==> src/hw/rtl/qnorm_pkg.sv <==
// Package for the quaternion normaliser: default widths and the lane count.
`timescale 1ns / 1ps
`default_nettype none
package qnorm_pkg;
  localparam int unsigned COMP_WIDTH_DEF = 16;
  localparam int unsigned FRAC_BITS_DEF  = 14;
  localparam int unsigned LANES          = 4;
endpackage
`default_nettype wire

==> src/hw/rtl/qnorm_div.sv <==
// One divider lane: pipelined restoring division of |c|<<FRAC by length.
`timescale 1ns / 1ps
`default_nettype none
module qnorm_div import qnorm_pkg::*; #(
  parameter int unsigned COMP_WIDTH = COMP_WIDTH_DEF,
  parameter int unsigned FRAC_BITS  = FRAC_BITS_DEF,
  parameter int unsigned RW         = COMP_WIDTH + 1
) (
  input  wire logic                  clk_i,
  input  wire logic                  en_i,
  input  wire logic [COMP_WIDTH-1:0] comp_i,
  input  wire logic [RW-1:0]         len_i,
  output logic [COMP_WIDTH-1:0]      quot_o
);
  localparam int unsigned NW = COMP_WIDTH + FRAC_BITS;  // dividend bits
  localparam int unsigned QW = NW;

  logic [NW-1:0] num_s [QW+1];
  logic [RW:0]   rem_s [QW+1];
  logic [QW-1:0] quo_s [QW+1];
  logic [RW-1:0] den_s [QW+1];
  logic          neg_s [QW+1];
  logic [COMP_WIDTH-1:0] raw_s [QW+1];
  logic [COMP_WIDTH-1:0] mag;

  assign mag = comp_i[COMP_WIDTH-1] ? (~comp_i + 1'b1) : comp_i;
  assign num_s[0] = {mag, {FRAC_BITS{1'b0}}};
  assign rem_s[0] = '0;
  assign quo_s[0] = '0;
  assign den_s[0] = len_i;
  assign neg_s[0] = comp_i[COMP_WIDTH-1];
  assign raw_s[0] = comp_i;

  for (genvar s = 0; s < QW; s++) begin : g_stage
    logic [RW:0] sh, rd;
    logic qb;
    logic [NW-1:0] n_q;
    logic [RW:0] r_q;
    logic [QW-1:0] q_q;
    logic [RW-1:0] d_q;
    logic ng_q;
    logic [COMP_WIDTH-1:0] w_q;
    // shift in next dividend bit, subtract when it fits
    always_comb begin
      sh = {rem_s[s][RW-1:0], num_s[s][NW-1]};
      qb = (sh >= {1'b0, den_s[s]});
      rd = qb ? sh - {1'b0, den_s[s]} : sh;
    end
    always_ff @(posedge clk_i) begin
      if (en_i) begin
        n_q  <= {num_s[s][NW-2:0], 1'b0};
        r_q  <= rd;
        q_q  <= {quo_s[s][QW-2:0], qb};
        d_q  <= den_s[s];
        ng_q <= neg_s[s];
        w_q  <= raw_s[s];
      end
    end
    assign num_s[s+1] = n_q;
    assign rem_s[s+1] = r_q;
    assign quo_s[s+1] = q_q;
    assign den_s[s+1] = d_q;
    assign neg_s[s+1] = ng_q;
    assign raw_s[s+1] = w_q;
  end

  // saturate and restore sign; zero length passes the raw component
  localparam logic [QW-1:0] PMAX = QW'((64'd1 << (COMP_WIDTH - 1)) - 64'd1);
  localparam logic [QW-1:0] NMAX = QW'(64'd1 << (COMP_WIDTH - 1));
  logic [QW-1:0] q_sat;
  always_comb begin
    if (den_s[QW] == '0) begin
      q_sat  = '0;
      quot_o = raw_s[QW];
    end else if (neg_s[QW]) begin
      q_sat  = (quo_s[QW] > NMAX) ? NMAX : quo_s[QW];
      quot_o = COMP_WIDTH'(~q_sat + 1'b1);
    end else begin
      q_sat  = (quo_s[QW] > PMAX) ? PMAX : quo_s[QW];
      quot_o = q_sat[COMP_WIDTH-1:0];
    end
  end
endmodule
`default_nettype wire

==> config.mk <==
export PLATFORM = sky130hd
export DESIGN_NAME = qnorm_div
export DESIGN_NICKNAME = d
export VERILOG_FILES = /design/src/hw/rtl/qnorm_pkg.sv /design/src/hw/rtl/qnorm_div.sv
export SDC_FILE = /design/constraint.sdc
export NUM_CORES = 2
export LEC_CHECK = 0
export BUFFER_PORTS_ARGS = -buffer_cell sky130_fd_sc_hd__buf_4
export CAP_MARGIN = 20
export CORE_ASPECT_RATIO = 0.7
export CORE_MARGIN = 2
export CORE_UTILIZATION = 50
export DETAILED_ROUTE_END_ITERATION = 10
export GPL_TIMING_DRIVEN = 0
export PLACE_DENSITY = 0.65
export REMOVE_ABC_BUFFERS = 1
export SETUP_SLACK_MARGIN = 0.02
export SYNTH_ARGS = -nofsm -noshare
export SYNTH_HDL_FRONTEND = slang
export SYNTH_SLANG_ARGS = --single-unit
==> constraint.sdc <==
create_clock -name clk_i -period 3.34 [get_ports clk_i]
set_input_delay 0.668 -clock clk_i [delete_from_list [all_inputs] [get_ports clk_i]]
set_output_delay 0.668 -clock clk_i [all_outputs]
set_load 0.03 [all_outputs]
Word-level counts from Yosys, hierarchy flattened
Cells that the tools add are included.
{"block": "op_classes", "reduce_logical": 1, "addsub": 31, "mux": 34, "magnitude_cmp": 32, "bitwise": 2}
{"op": "$ge A18 B17 Y1", "count": 29}
{"op": "$mux W17", "count": 28}
{"op": "$sub A17 B17 Y17", "count": 28}
{"op": "$mux W16", "count": 5}
{"op": "$add A16 B1 Y16 const B", "count": 2}
{"op": "$not A16 Y16", "count": 2}
{"op": "$gt A30 B15 Y1 const B", "count": 1}
{"op": "$gt A30 B16 Y1 const B", "count": 1}
{"op": "$ge A1 B17 Y1", "count": 1}
{"op": "$logic_not A17 Y1", "count": 1}
{"op": "$sub A1 B17 Y17", "count": 1}
{"op": "$mux W1", "count": 1}
{"block": "totals", "reg_bits": 2098, "word_cells": 278, "out_inout_bits": 16, "in_bits": 35}

Depth between registers and ports, before layout
{"block": "logic_depth", "word_depth": 6, "depth_mapped": 14, "depth_no_buf": 12}

Worst setup path before layout
OpenSTA, ideal clock, no wires.
{"block": "synth_path", "kind": "flip-flop to output port", "start": "register g_stage[29].q_q[2]", "end": "output quot_o[10]", "t_required_ps": 2672, "arrival_ps": 3623, "n_path_buf": 2, "path_slack_ps": -951, "stages_incl_launch_ff": 12, "cell_sequence": "edfxtp_1 nor3_1 and4b_1 nand2_1 a21oi_1 buf_2 nand2_1 ha_1 clkbuf_1 nand2_1 a21oi_1 o41ai_1"}
{"block": "synth_between", "elab_chain_cells": 6, "elab_cells_between_ends": 8, "classes_between": "add/sub (1); order compare (2); mux (4); bitwise (1)"}
{"item": "start, declared", "line": "qnorm_div.sv:39", "text": "logic [QW-1:0] q_q;"}
{"item": "start signal, assigned", "line": "qnorm_div.sv:53", "text": "q_q <= {quo_s[s][QW-2:0], qb};"}
{"item": "$gt A30 B16 Y1", "line": "qnorm_div.sv:76", "text": "q_sat = (quo_s[QW] > NMAX) ? NMAX : quo_s[QW];"}
{"item": "$mux W16", "line": "qnorm_div.sv:76"}
{"item": "$not A16 Y16", "line": "qnorm_div.sv:77", "text": "quot_o = COMP_WIDTH'(~q_sat + 1'b1);"}
{"item": "$add A16 B1 Y16", "line": "qnorm_div.sv:77"}
{"item": "$mux W16 (*)", "line": "qnorm_div.sv:75", "text": "end else if (neg_s[QW]) begin"}
{"item": "$mux W16 (*)", "line": "qnorm_div.sv:72", "text": "if (den_s[QW] == '0) begin"}
{"item": "end, declared", "line": "qnorm_div.sv:13", "text": "output logic [COMP_WIDTH-1:0] quot_o"}
Every way passes the cells marked *; elsewhere a longest branch is shown, timed or not.

Worst setup path in the final report
{"block": "layout_path", "start": "register g_stage[29].q_q[5]", "end": "output quot_o[10]"}
Same word-level chain as after synthesis.

==> results.md <==
* Top FF cell, synth: edfxtp_1
* H-tree levels at 4
* Clock Sinks at just over 2000
* HPWL after detailed placement at 116 mm
* Setup Viol. Count Final at 16
* Clock Skew at 0.0254 ns
* WL/cell at 18.3 um
* Die ar. at 187000 sq um
* Worst Hold Launch: comp_i[12]
* Worst rel slew slack at 24.9%
* Final min period at between 3 and 4 ns
* Initial antenna violation count at 0
* Pwr Density at 896 nW/um^2
* Outcome: complete, but fails checks
* Setup slack at placement at -1.91 ns
* Detailed Route Iter0 Violations at 5148
* Top cell by count, worst path: buf_6
* Reg2reg start: g_stage[21].d_q[1]
* DP Cell Count at around 8900
* Synth unique cells at 85
* Crit path largest cell delay at 0.48 ns
* Yosys top cell area share at 67.1%
* Buffers added on ports at 50
* Clock Latency Late Sink at 0.82 ns
* Hold crit path type: in2reg
* GRT overflow at 0
* Sequential cell area fraction in the yosys report at between 60% and 70%
* Via/cell ratio at 5.47
* Max-slew violations at 0
* Commonest non-fill, non-tap cell in the layout: edfxtp_1
* Final WL at 172 mm
* Layout cell share with drive strength beyond 1 at 13.4%
* Register area at 61600 sq um
* Crit path cell chain: nor4_4 -> and4b_1 -> nand2_2 -> a21oi_4 -> buf_6 -> nand2_4 -> ha_4 -> buf_6 -> nand2_1 -> o31ai_2 -> nor2_1 -> o41ai_2 -> buf_4
* Leak at roughly 39 nW
* Syn-to-layout area delta at 13.6%
* TritonRoute pass-1 iters at 6
* Antenna Cells at 0
* FILL cells at between 10000 and 15000
* Netlist Area Pre-Place at 91900 sq um
* Drc violations at 0
* Initial Util at between 50% and 60%
* Fmax at about 250 MHz
* Syn Inst Count at 6495
* Failing checks: setup timing
* Critical path arrival at ~3.3 ns
* Beginning of the critical path: g_stage[29].q_q[5]
* Die H at roughly 360 um
* Multi-input logic area at 28700 sq um
* Slew @ Worst Pin at 1.13 ns
* Cell Count, Final, Fillers Out at 9434
* Core area at 182000 sq um
* Max Cap Viol at 0
* Total Routing Usage GR at 17.9%
* Crit path setup slack, layout at -0.654 ns
* Final worst-path cycle share at 120%
* Final Wtd Congestion at 0.912
* Slowest stage cell, crit path: edfxtp_1
* Via Count at 51600
* Clk pin slew, worst setup/hold paths at 0.06 ns
* First-pass GRT wire length at 268 mm
* EDFF count, synth at 2053
* #FFs+latches synth at slightly above 2000
* CTS tree: yes
* Worst hold margin at 0.0723 ns
* Final core area utilization at 57.2%
* IO Pins at 51
* Most frequent cells in the layout: 2053 x edfxtp_1, 626 x inv_1, 489 x ha_1
* Synth area leader: edfxtp_1
* CTS Buffer Depth at 3
* Final-report hold violation count at 0
* Rows at 131
* Buffers & Inverters on Critical Path at 3
* RSZ-0062 raised after global routing: yes
* Max IR drop VDD at 0.656 mV
* Final instance area at 104000 sq um
* CP endpoint kind: primary output
* Worst Setup Start Kind: register
* Die Width at approximately 520 um
* CTS buffer count at 191
* Crit path max-delay family: simple AND/OR/NAND/NOR gates
* Syn. warnings at 0
* Root Driver: clkbuf_16
* ANT nets after route at 0
* Syn Area/Cell at 14.2 sq um
* Critical path required time at 2.67 ns
* CP max FO at 7
* Number of global-route vias before repair at ~48000
* Asr flop ratio synth at 0%
* Setup CP Type: reg2out
* Dpl cell area at 95600 sq um
* Fin nets at about 7400
* Largest net degree at the start of global routing at 195
* Largest cells by area after synthesis: edfxtp_1 67%, ha_1 6.8%, mux2_2 2.9%
-- report_power, final --
part | internal, mW | switching, mW
sequential | 35.0 | 2.43
clock | 12.7 | 9.69
combinational | 15.3 | 18.4
total | 63.1 | 30.5
-- state kept, by name, indices dropped and copies added (netlist names) --
signal	count
g_stage.n_q	105
g_stage.r_q	493
g_stage.q_q	465
g_stage.ng_q	30
g_stage.d_q	510
g_stage.w_q	450
-- cells by family (layout without fill, tap and decap cells) --
group                    Yosys count  after routing  synth area share, %
AO/OA/AOI/OAI                   1314           1325                 9.09
flip-flops                      2053           2053                 67.1
multiplexers                     285            285                 3.50
XOR/XNOR                         351            351                 3.34
adder cells (fa/ha/maj)          524            524                 7.36
AND/OR/NAND/NOR                 1244           1244                 6.58
buffers and inverters            724           1192                 3.05
-- worst register-to-register path: stages (launching register included) --
cell      delay [ns]
edfxtp_1        0.55
fa_1            0.36
nor2b_4         0.06
o31a_1          0.27
o31a_1          0.37
o41ai_4         0.26
o31a_1          0.27
o21ai_4         0.11
a211o_4         0.45
mux2_4          0.33
-- final cells by class --
type	instances	share of cell area [%]
Timing Repair Buffer	202	2.04
Tap cell	2460	2.95
Sequential cell	2053	59.1
Clock buffer	216	4.71
Multi-Input combinational cell	3729	27.4
Inverter	628	2.26
Clock inverter	146	1.54
-- metal layers --
| metal | GRT usage, % | share of wire (%) | vias to the layer above |
|---|---|---|---|
| li1 | - | - | 25000 |
| met1 | 29.5 | 51 | 25000 |
| met2 | 24.4 | 41 | 1400 |
| met3 | 2.95 | 6.3 | 224 |
| met4 | 4.42 | 1.7 | 0 |
| met5 | 0 | 0 | - |
-- metrics by stage --
step	power [mW]	TNS, ns
6_report	93.6	-8.14
4_1_cts	92.6	-9.68
3_3_place_gp	68.2	-
2_1_floorplan	60.3	-21.22
5_1_grt	99.1	-11.42
3_5_place_dp	68.7	-476.99
-- path summary, 6_finish.rpt --
kind / endpoint / slack [ns] / cells past startpoint
min: g_stage[0].w_q[12] / 0.07 / 1
max reg2reg: g_stage[22].r_q[10] / 0.08 / 9
min reg2reg: g_stage[12].q_q[9] / 0.41 / 0
max: quot_o[10] / -0.65 / 13
-- what timing repair did --
item / in CTS / in global routing
hold buffers: 24 / 0
hold endpoints to repair: 24 / 0
endpoints found under the setup margin: 533 / 284
resized for setup: 111 / 95
pin swaps: 44 / 57
gates cloned: 8 / 7
setup buffers: 42 / 50
-- synth_stat cells (all sizes together) (7+ instances only) --
master	count
edfxtp	2053
inv	628
ha	496
o21ai	369
a21oi	364
nand2	354
nor2	303
mux2	252
xnor2	206
xor2	145
a21o	96
nor3	95
o21a	95
nor2b	94
nand4	72
clkbuf	69
nand3	68
nand2b	58
a31oi	47
o31ai	46
o31a	44
and3	37
o41ai	37
or2	34
mux2i	33
fa	28
buf	27
or3	27
o21bai	26
a211oi	25
and2	25
nor4	25
nand3b	24
o2111ai	24
o211ai	23
a211o	22
o22ai	13
a21boi	12
and4	9
o221ai	9
a31o	8
a221oi	7
o311ai	7
Note: power is estimated with default switching activity, not from simulation.
