### src/hw/rtl/qnorm_pkg.sv
// Package for the quaternion normaliser: default widths and the lane count.
`timescale 1ns / 1ps
`default_nettype none
package qnorm_pkg;
  localparam int unsigned COMP_WIDTH_DEF = 16;
  localparam int unsigned FRAC_BITS_DEF  = 14;
  localparam int unsigned LANES          = 4;
endpackage
`default_nettype wire

### src/hw/rtl/qnorm_sqrt.sv
// Pipelined integer square root, one result bit per stage.
`timescale 1ns / 1ps
`default_nettype none
module qnorm_sqrt import qnorm_pkg::*; #(
  parameter int unsigned SW = 34,
  parameter int unsigned RW = 17,
  parameter int unsigned TW = 1
) (
  input  wire logic          clk_i,
  input  wire logic          en_i,
  input  wire logic [SW-1:0] sum_i,
  input  wire logic [TW-1:0] tag_i,
  output logic [RW-1:0]      root_o,
  output logic [TW-1:0]      tag_o
);
  // per stage: remaining value, partial root, carried tag
  logic [SW+1:0] rem_q  [RW+1];
  logic [RW-1:0] root_q [RW+1];
  logic [TW-1:0] tag_q  [RW+1];
  logic [SW+1:0] src_q  [RW+1];

  assign rem_q[0]  = '0;
  assign root_q[0] = '0;
  assign tag_q[0]  = tag_i;
  assign src_q[0]  = {2'b00, sum_i};

  for (genvar s = 0; s < RW; s++) begin : g_stage
    logic [SW+1:0] rem_d, src_d, trial;
    logic [RW-1:0] root_d;
    logic [SW+1:0] r_q, s_q;
    logic [RW-1:0] ro_q;
    logic [TW-1:0] t_q;
    // restoring step: bring down two bits, try 4r+1
    always_comb begin
      rem_d  = {rem_q[s][SW-1:0], src_q[s][2*RW-1 -: 2]};
      trial  = {{(SW+2-RW-2){1'b0}}, root_q[s], 2'b01};
      src_d  = {src_q[s][SW-1:0], 2'b00};
      root_d = {root_q[s][RW-2:0], 1'b0};
      if (rem_d >= trial) begin
        rem_d     = rem_d - trial;
        root_d[0] = 1'b1;
      end
    end
    always_ff @(posedge clk_i) begin
      if (en_i) begin
        r_q  <= rem_d;
        s_q  <= src_d;
        ro_q <= root_d;
        t_q  <= tag_q[s];
      end
    end
    assign rem_q[s+1]  = r_q;
    assign src_q[s+1]  = s_q;
    assign root_q[s+1] = ro_q;
    assign tag_q[s+1]  = t_q;
  end

  assign root_o = root_q[RW];
  assign tag_o  = tag_q[RW];
endmodule
`default_nettype wire

### config.mk
export PLATFORM = sky130hd
export DESIGN_NAME = qnorm_sqrt
export DESIGN_NICKNAME = d
export VERILOG_FILES = /design/src/hw/rtl/qnorm_pkg.sv /design/src/hw/rtl/qnorm_sqrt.sv
export SDC_FILE = /design/constraint.sdc
export NUM_CORES = 1
export LEC_CHECK = 0
export BUFFER_PORTS_ARGS = -buffer_cell sky130_fd_sc_hd__buf_2
export CAP_MARGIN = 20
export CORE_MARGIN = 2
export CORE_UTILIZATION = 60
export CTS_CLUSTER_SIZE = 8
export DETAILED_ROUTE_END_ITERATION = 16
export PLACE_DENSITY = 0.8
export SLEW_MARGIN = 0
export SYNTH_ARGS = -nofsm -noshare
export SYNTH_HDL_FRONTEND = slang
export SYNTH_SLANG_ARGS = --single-unit
### constraint.sdc
create_clock -name clk_i -period 7 [get_ports clk_i]
set_input_delay 0.7 -clock clk_i [delete_from_list [all_inputs] [get_ports clk_i]]
set_output_delay 0.7 -clock clk_i [all_outputs]
set_load 0.005 [all_outputs]
Yosys cells after proc, flatten, opt, wreduce, memory -nomap -nowiden:

Index checks and enable logic that the tools add are counted.

* logic and storage cells: 133
* bits in read-only memories: 0
* flip-flop bits (word level): 955
* latch bits: 0
* memory bits (writable): 0
* memories kept: 0
* output and inout port bits: 18
* bits of input ports: 37

* magnitude comparators: 17
* multipliers: 0
* equal/unequal tests: 0
* div/mod/pow operators: 0
* bitwise logic cells: 0
* reduce and logical (&&, ||, !) cells: 0
* multiplexer cells: 33
* shift-type cells: 0
* add/subtract/negate cells: 16

Operators with widths (number)
* $mux W34: 15
* $ge A36 B10 Y1: 1
* $ge A36 B11 Y1: 1
* $ge A36 B12 Y1: 1
* $ge A36 B13 Y1: 1
* $ge A36 B14 Y1: 1
* $ge A36 B15 Y1: 1
* $ge A36 B16 Y1: 1
* $ge A36 B17 Y1: 1
* $ge A36 B18 Y1: 1
* $ge A36 B3 Y1: 1
* $ge A36 B4 Y1: 1
* $ge A36 B5 Y1: 1
* $ge A36 B6 Y1: 1
* $ge A36 B7 Y1: 1
* $ge A36 B8 Y1: 1
* $ge A36 B9 Y1: 1
* $sub A34 B10 Y34: 1
* $sub A34 B11 Y34: 1
* $sub A34 B12 Y34: 1
* $sub A34 B13 Y34: 1
* $sub A34 B14 Y34: 1
* $sub A34 B15 Y34: 1
* $sub A34 B16 Y34: 1
* other kinds (12): 28

Longest topological paths before layout:

* depth in word-level cells: 2
* mapped depth: 12
* mapped depth without buffers: 10

Worst setup path before layout:

No wires, ideal clock.

* path type: reg2reg
* from: register g_stage[14].r_q[13]
* to: register g_stage[15].r_q[24], data pin
* path buffers: 2
* arrival time: 2838 ps
* setup time: 254 ps
* setup slack: 3908 ps
* required time: 6746 ps
* cell stages (with the launch flop): 11
* cell sequence: edfxtp_1 -> ha_1 -> clkbuf_1 -> nand4b_1 -> or4_1 -> o311ai_1 -> nor2_1 -> nand2_1 -> buf_2 -> nand4_1 -> o21a_1

* longest elaborated chain between the ends: 2
* elaborated cells on any way between the ends: 3
* those cells by class: 1 x add/sub; 1 x order compare; 1 x mux

RTL lines
* start: declaration: RTL line qnorm_sqrt.sv:30 `logic [SW+1:0] r_q, s_q;`
* start signal: assignment: RTL line qnorm_sqrt.sv:46 `r_q <= rem_d;`
* $sub A34 B17 Y34 / $ge A36 B17 Y1 (equally long branches): RTL line qnorm_sqrt.sv:40, qnorm_sqrt.sv:39
* $mux W34 (*): RTL line qnorm_sqrt.sv:39 `if (rem_d >= trial) begin`
* net g_stage[15].rem_d[24]: RTL line qnorm_sqrt.sv:28 `logic [SW+1:0] rem_d, src_d, trial;`
* end signal: assignment: RTL line qnorm_sqrt.sv:46
* end: declaration: RTL line qnorm_sqrt.sv:30

Mark *: on every way through the listed nets, which the timed path passes. The rest lies on a longest branch.
A chain may end at the register's enable or synchronous reset.

Worst setup path after layout:

* from: register g_stage[5].r_q[20]
* to: register g_stage[6].r_q[33], data pin

* longest elaborated chain between the ends: 2
* elaborated cells on any way between the ends: 3
* those cells by class: 1 x add/sub; 1 x order compare; 1 x mux

RTL lines (RTL line)
* start: declaration: qnorm_sqrt.sv:30
* start signal: assignment: qnorm_sqrt.sv:46
* $sub A34 B8 Y34 / $ge A36 B8 Y1 (equally long branches): qnorm_sqrt.sv:40, qnorm_sqrt.sv:39
* $mux W34 (*): qnorm_sqrt.sv:39
* net g_stage[6].rem_d[33]: qnorm_sqrt.sv:28
* end signal: assignment: qnorm_sqrt.sv:46
* end: declaration: qnorm_sqrt.sv:30

Marks and branches as above.

==> PnR_summary.wiki <==
{| class="wikitable"
! Metric !! Value
|-
| Number of distinct library cells after synthesis || 85
|-
| Transition time of the tightest slew-check pin || about 1000 ps
|-
| Placeable core region || 72830 um^2
|-
| Flip-flop and latch count after synthesis || 935
|-
| Number of synthesized flops with an enable pin || 935
|-
| Largest fanout on the critical path || 19
|-
| Result of the run || finished, final reports clean
|-
| Path type of the worst min-delay path || in2reg
|-
| Count of input and output buffers || between 50 and 60
|-
| Part of the total power dissipated in combinational logic || 0.122
|-
| Setup bufs post-CTS || 0
|-
| Share of the cycle needed by the critical path after routing || 0.5181
|-
| Layout-stage area growth over the synthesis result || 11.88%
|-
| Later-pin clock latency in the skew report || between 700 and 800 ps
|-
| Die Outline Area || roughly 76000 um^2
|-
| Number of nets in the finished design || 3751
|-
| Sequential cell fraction of total power || 0.490
|-
| Placed Cells || 4363
|-
| Final total negative setup slack || 0 ps
|-
| Switching Power || 3.755 mW
|-
| Most used DFF post-synth || edfxtp_1
|-
| Commonest non-fill, non-tap cells in the layout || 935 x edfxtp_1, 252 x nor2_1, 207 x inv_1, 207 x xor2_1, 194 x xnor2_1
|-
| Setup repair after global routing missed its margin || no
|-
| DRT iter0 DRCs || 2297
|-
| Proportion of layout cells with a drive suffix above 1 || 0.08436
|-
| Number of instances in the synthesized netlist || 3389
|-
| Sequential element share of the synthesized area || 0.6382
|-
| Antenna Nets Post-Route || 0
|-
| Drt via density || between 5 and 6
|-
| Power density normalized to cell area || 300.7 nW/um^2
|-
| Post-layout instance area || 49220 um^2
|-
| Hold Path Depth || 1
|-
| Final critical-path required period || 3627 ps
|-
| Die H || 274.8 um
|-
| Dominant cell type by count on the critical path || nor4_1
|-
| Length of the first detailed-routing pass in iterations || 6
|-
| Die X || 274.8 um
|-
| Placement Setup Slack || 3225 ps
|-
| Ys async rst share || 0
|-
| Number of hold-slack violations in the final timing report || 0
|-
| TritonCTS Buffers || 134
|-
| Rel. slew slack || 0.2977
|-
| Gr usage total || 0.2247
|-
| CTS root buf || clkbuf_16
|-
| Most common library cell in the layout ignoring fill and taps || edfxtp_1
|-
| Total inserted antenna cells || 0
|-
| Final estimated routing congestion in global placement || 0.9393
|-
| Number of filler cells placed in the layout || 5046
|-
| HPWL after DPL || 56800 um
|-
| Initial antenna violation count || 0
|-
| Clock tree from TritonCTS || yes
|-
| Count of pins over their slew limit || 0
|-
| Aggregate global routing overflow || 0
|-
| Proportion of netlist area held by the largest area contributor || 0.6382
|-
| Highest cell delay on the worst timing path || 860 ps
|-
| Cells along the critical path || nor4_1 -> nand3_1 -> nor4_1 -> nor4b_4 -> nor4_2 -> nor4b_1 -> xor2_1
|-
| Total setup violations reported at the end of the flow || 0
|-
| Maximum VDD drop || 0.2530 mV
|-
| Number of maximum-capacitance violations || 0
|-
| Number of global-route vias before repair || about 26000
|-
| DRC || 0
|-
| Fmax || 0.2757 GHz
|-
| Number of top-level pins || 55
|-
| Category of the worst setup path launch point || flip-flop
|-
| Number of vias after detailed routing || 26850
|-
| Kind of end point of the critical path || flip-flop
|-
| Clock sink total || 935
|-
| Largest cells by area after synthesis || edfxtp_1 64%, ha_1 4.9%, xor2_1 4.1%
|-
| Number of nets in the synthesized netlist || 3598
|-
| First-pass GRT wire length || ~130000 um
|-
| Average wire per standard cell || 18.67 um
|-
| Pin count of the biggest net entering global routing || slightly below 200
|-
| Wire length reported by the detailed router || around 84000 um
|-
| Critical Path Slowest Stage Cell || nor4b_4
|-
| Final worst slack || around 3400 ps
|-
| Number of buffers added to fix hold violations after cts || 0
|-
| Fraction of power spent switching nets || 0.2537
|-
| Initial core utilization || 0.6041
|-
| Type of the worst setup path || reg2reg
|-
| Non-filler instance count after layout || around 4500
|-
| Internal power || between 10 and 15 mW
|-
| Relative contribution of the clock network to total power || 0.388
|-
| Library cell occupying the most area in the post-synthesis netlist || edfxtp_1
|-
| Total leakage power || about 18 nW
|-
| Clock transition time at the flip-flop clock pins of the worst setup and hold paths || 50 ps
|-
| Length in cells of the worst reg-to-reg path || 7
|-
| Cell Area, Synth || 44000 um^2
|-
| Number of cell rows || 99
|-
| Placed inst area || 45440 um^2
|-
| Arrival time at the worst endpoint || 4050 ps
|-
| Worst Skew || 51.23 ps
|-
| Number of warnings issued by yosys || 0
|-
| Data required time of the worst path || 7430 ps
|-
| # H-tree levels || 4
|-
| Number of gates resized after cts || 0
|-
| Post-Synthesis Mean Instance Area || 12.98 um^2
|-
| Maximum clock insertion buffer count || 3
|}
worst paths after layout:
path	to	slack, ps	startpoint
max reg2reg	g_stage[6].r_q[33]$_DFFE_PP_	3370	g_stage[5].r_q[20]$_DFFE_PP_
min	g_stage[0].t_q$_DFFE_PP_	140	tag_i
min reg2reg	g_stage[1].s_q[10]$_DFFE_PP_	400	g_stage[0].s_q[8]$_DFFE_PP_
max	g_stage[6].r_q[33]$_DFFE_PP_	3370	g_stage[5].r_q[20]$_DFFE_PP_
per-stage QoR:
step / hold slack (ps) / power, mW / util
2_1_floorplan: 400.3 / 8.509 / -
3_3_place_gp: 400.2 / 9.039 / 0.6238
3_5_place_dp: 404.5 / 9.099 / 0.6238
4_1_cts: 90.60 / 14.90 / 0.6754
5_1_grt: 107.5 / 15.40 / 0.6758
6_report: 137.6 / 14.80 / 0.6758
synth_stat cells, types with 26 or more instances:
cell / number
a21o_1: 45
a21oi_1: 161
clkbuf_1: 47
edfxtp_1: 935
ha_1: 172
inv_1: 207
mux2_2: 27
nand2_1: 192
nand2b_1: 43
nand3_1: 79
nand4_1: 43
nor2_1: 252
nor2b_1: 26
nor3_1: 133
nor4_1: 84
o21a_1: 32
o21ai_0: 108
or2_2: 27
or3_1: 51
or4_1: 57
xnor2_1: 194
xor2_1: 207
power by group through the flow:
stage	clock network, mW	logic [mW]	registers, mW
3_5_place_dp	0	1.76	7.34
5_1_grt	6.09	2.01	7.30
4_1_cts	5.87	1.79	7.24
2_1_floorplan	0	1.32	7.19
6_report	5.75	1.81	7.25
3_3_place_gp	0	1.72	7.32
logic make-up (layout without fill, tap and decap cells):
| logic type | after synthesis | in the layout | synth area share |
|---|---|---|---|
| simple gates | 1092 | 1092 | 0.1307 |
| flops | 935 | 935 | 0.6382 |
| compound gates | 493 | 493 | 0.07138 |
| xor+xnor | 401 | 401 | 0.07983 |
| buf+inv | 262 | 429 | 0.02267 |
| fa+ha+maj | 172 | 172 | 0.04891 |
| mux | 33 | 33 | 0.008276 |
| other cells | 1 | 1 | 0.00008523 |
layout make-up:
cell class              instances  area (um^2)  share of cell area
clock buffers                 135         3357             0.06820
inverters                     209        784.5             0.01594
multi-input cells            2192        14930              0.3033
clock inverters                15        397.9            0.008083
repair buffers                 70        478.0            0.009710
flip-flops and latches        935        28080              0.5704
well taps                     959         1200             0.02438
worst max-delay path: cells and delay by family, from the launching register on:
kind / cells / cell delay, ps
flip-flops: 1 / 420
XOR/XNOR: 1 / 160
AND/OR/NAND/NOR: 6 / 2790
layer usage:
metal / share of wire / GRT usage
met1: 0.43 / 0.2955
met2: 0.49 / 0.3772
met3: 0.051 / 0.03989
met4: 0.026 / 0.08236
met5: 0 / 0
sequential cells by signal, indices dropped and copies added, names as in the netlist:
signal and flops:
g_stage.t_q 16, g_stage.s_q 272, g_stage.r_q 493, root_o 17, g_stage.ro_q 136, tag_o 1
Power figures use the tool's default switching activity.
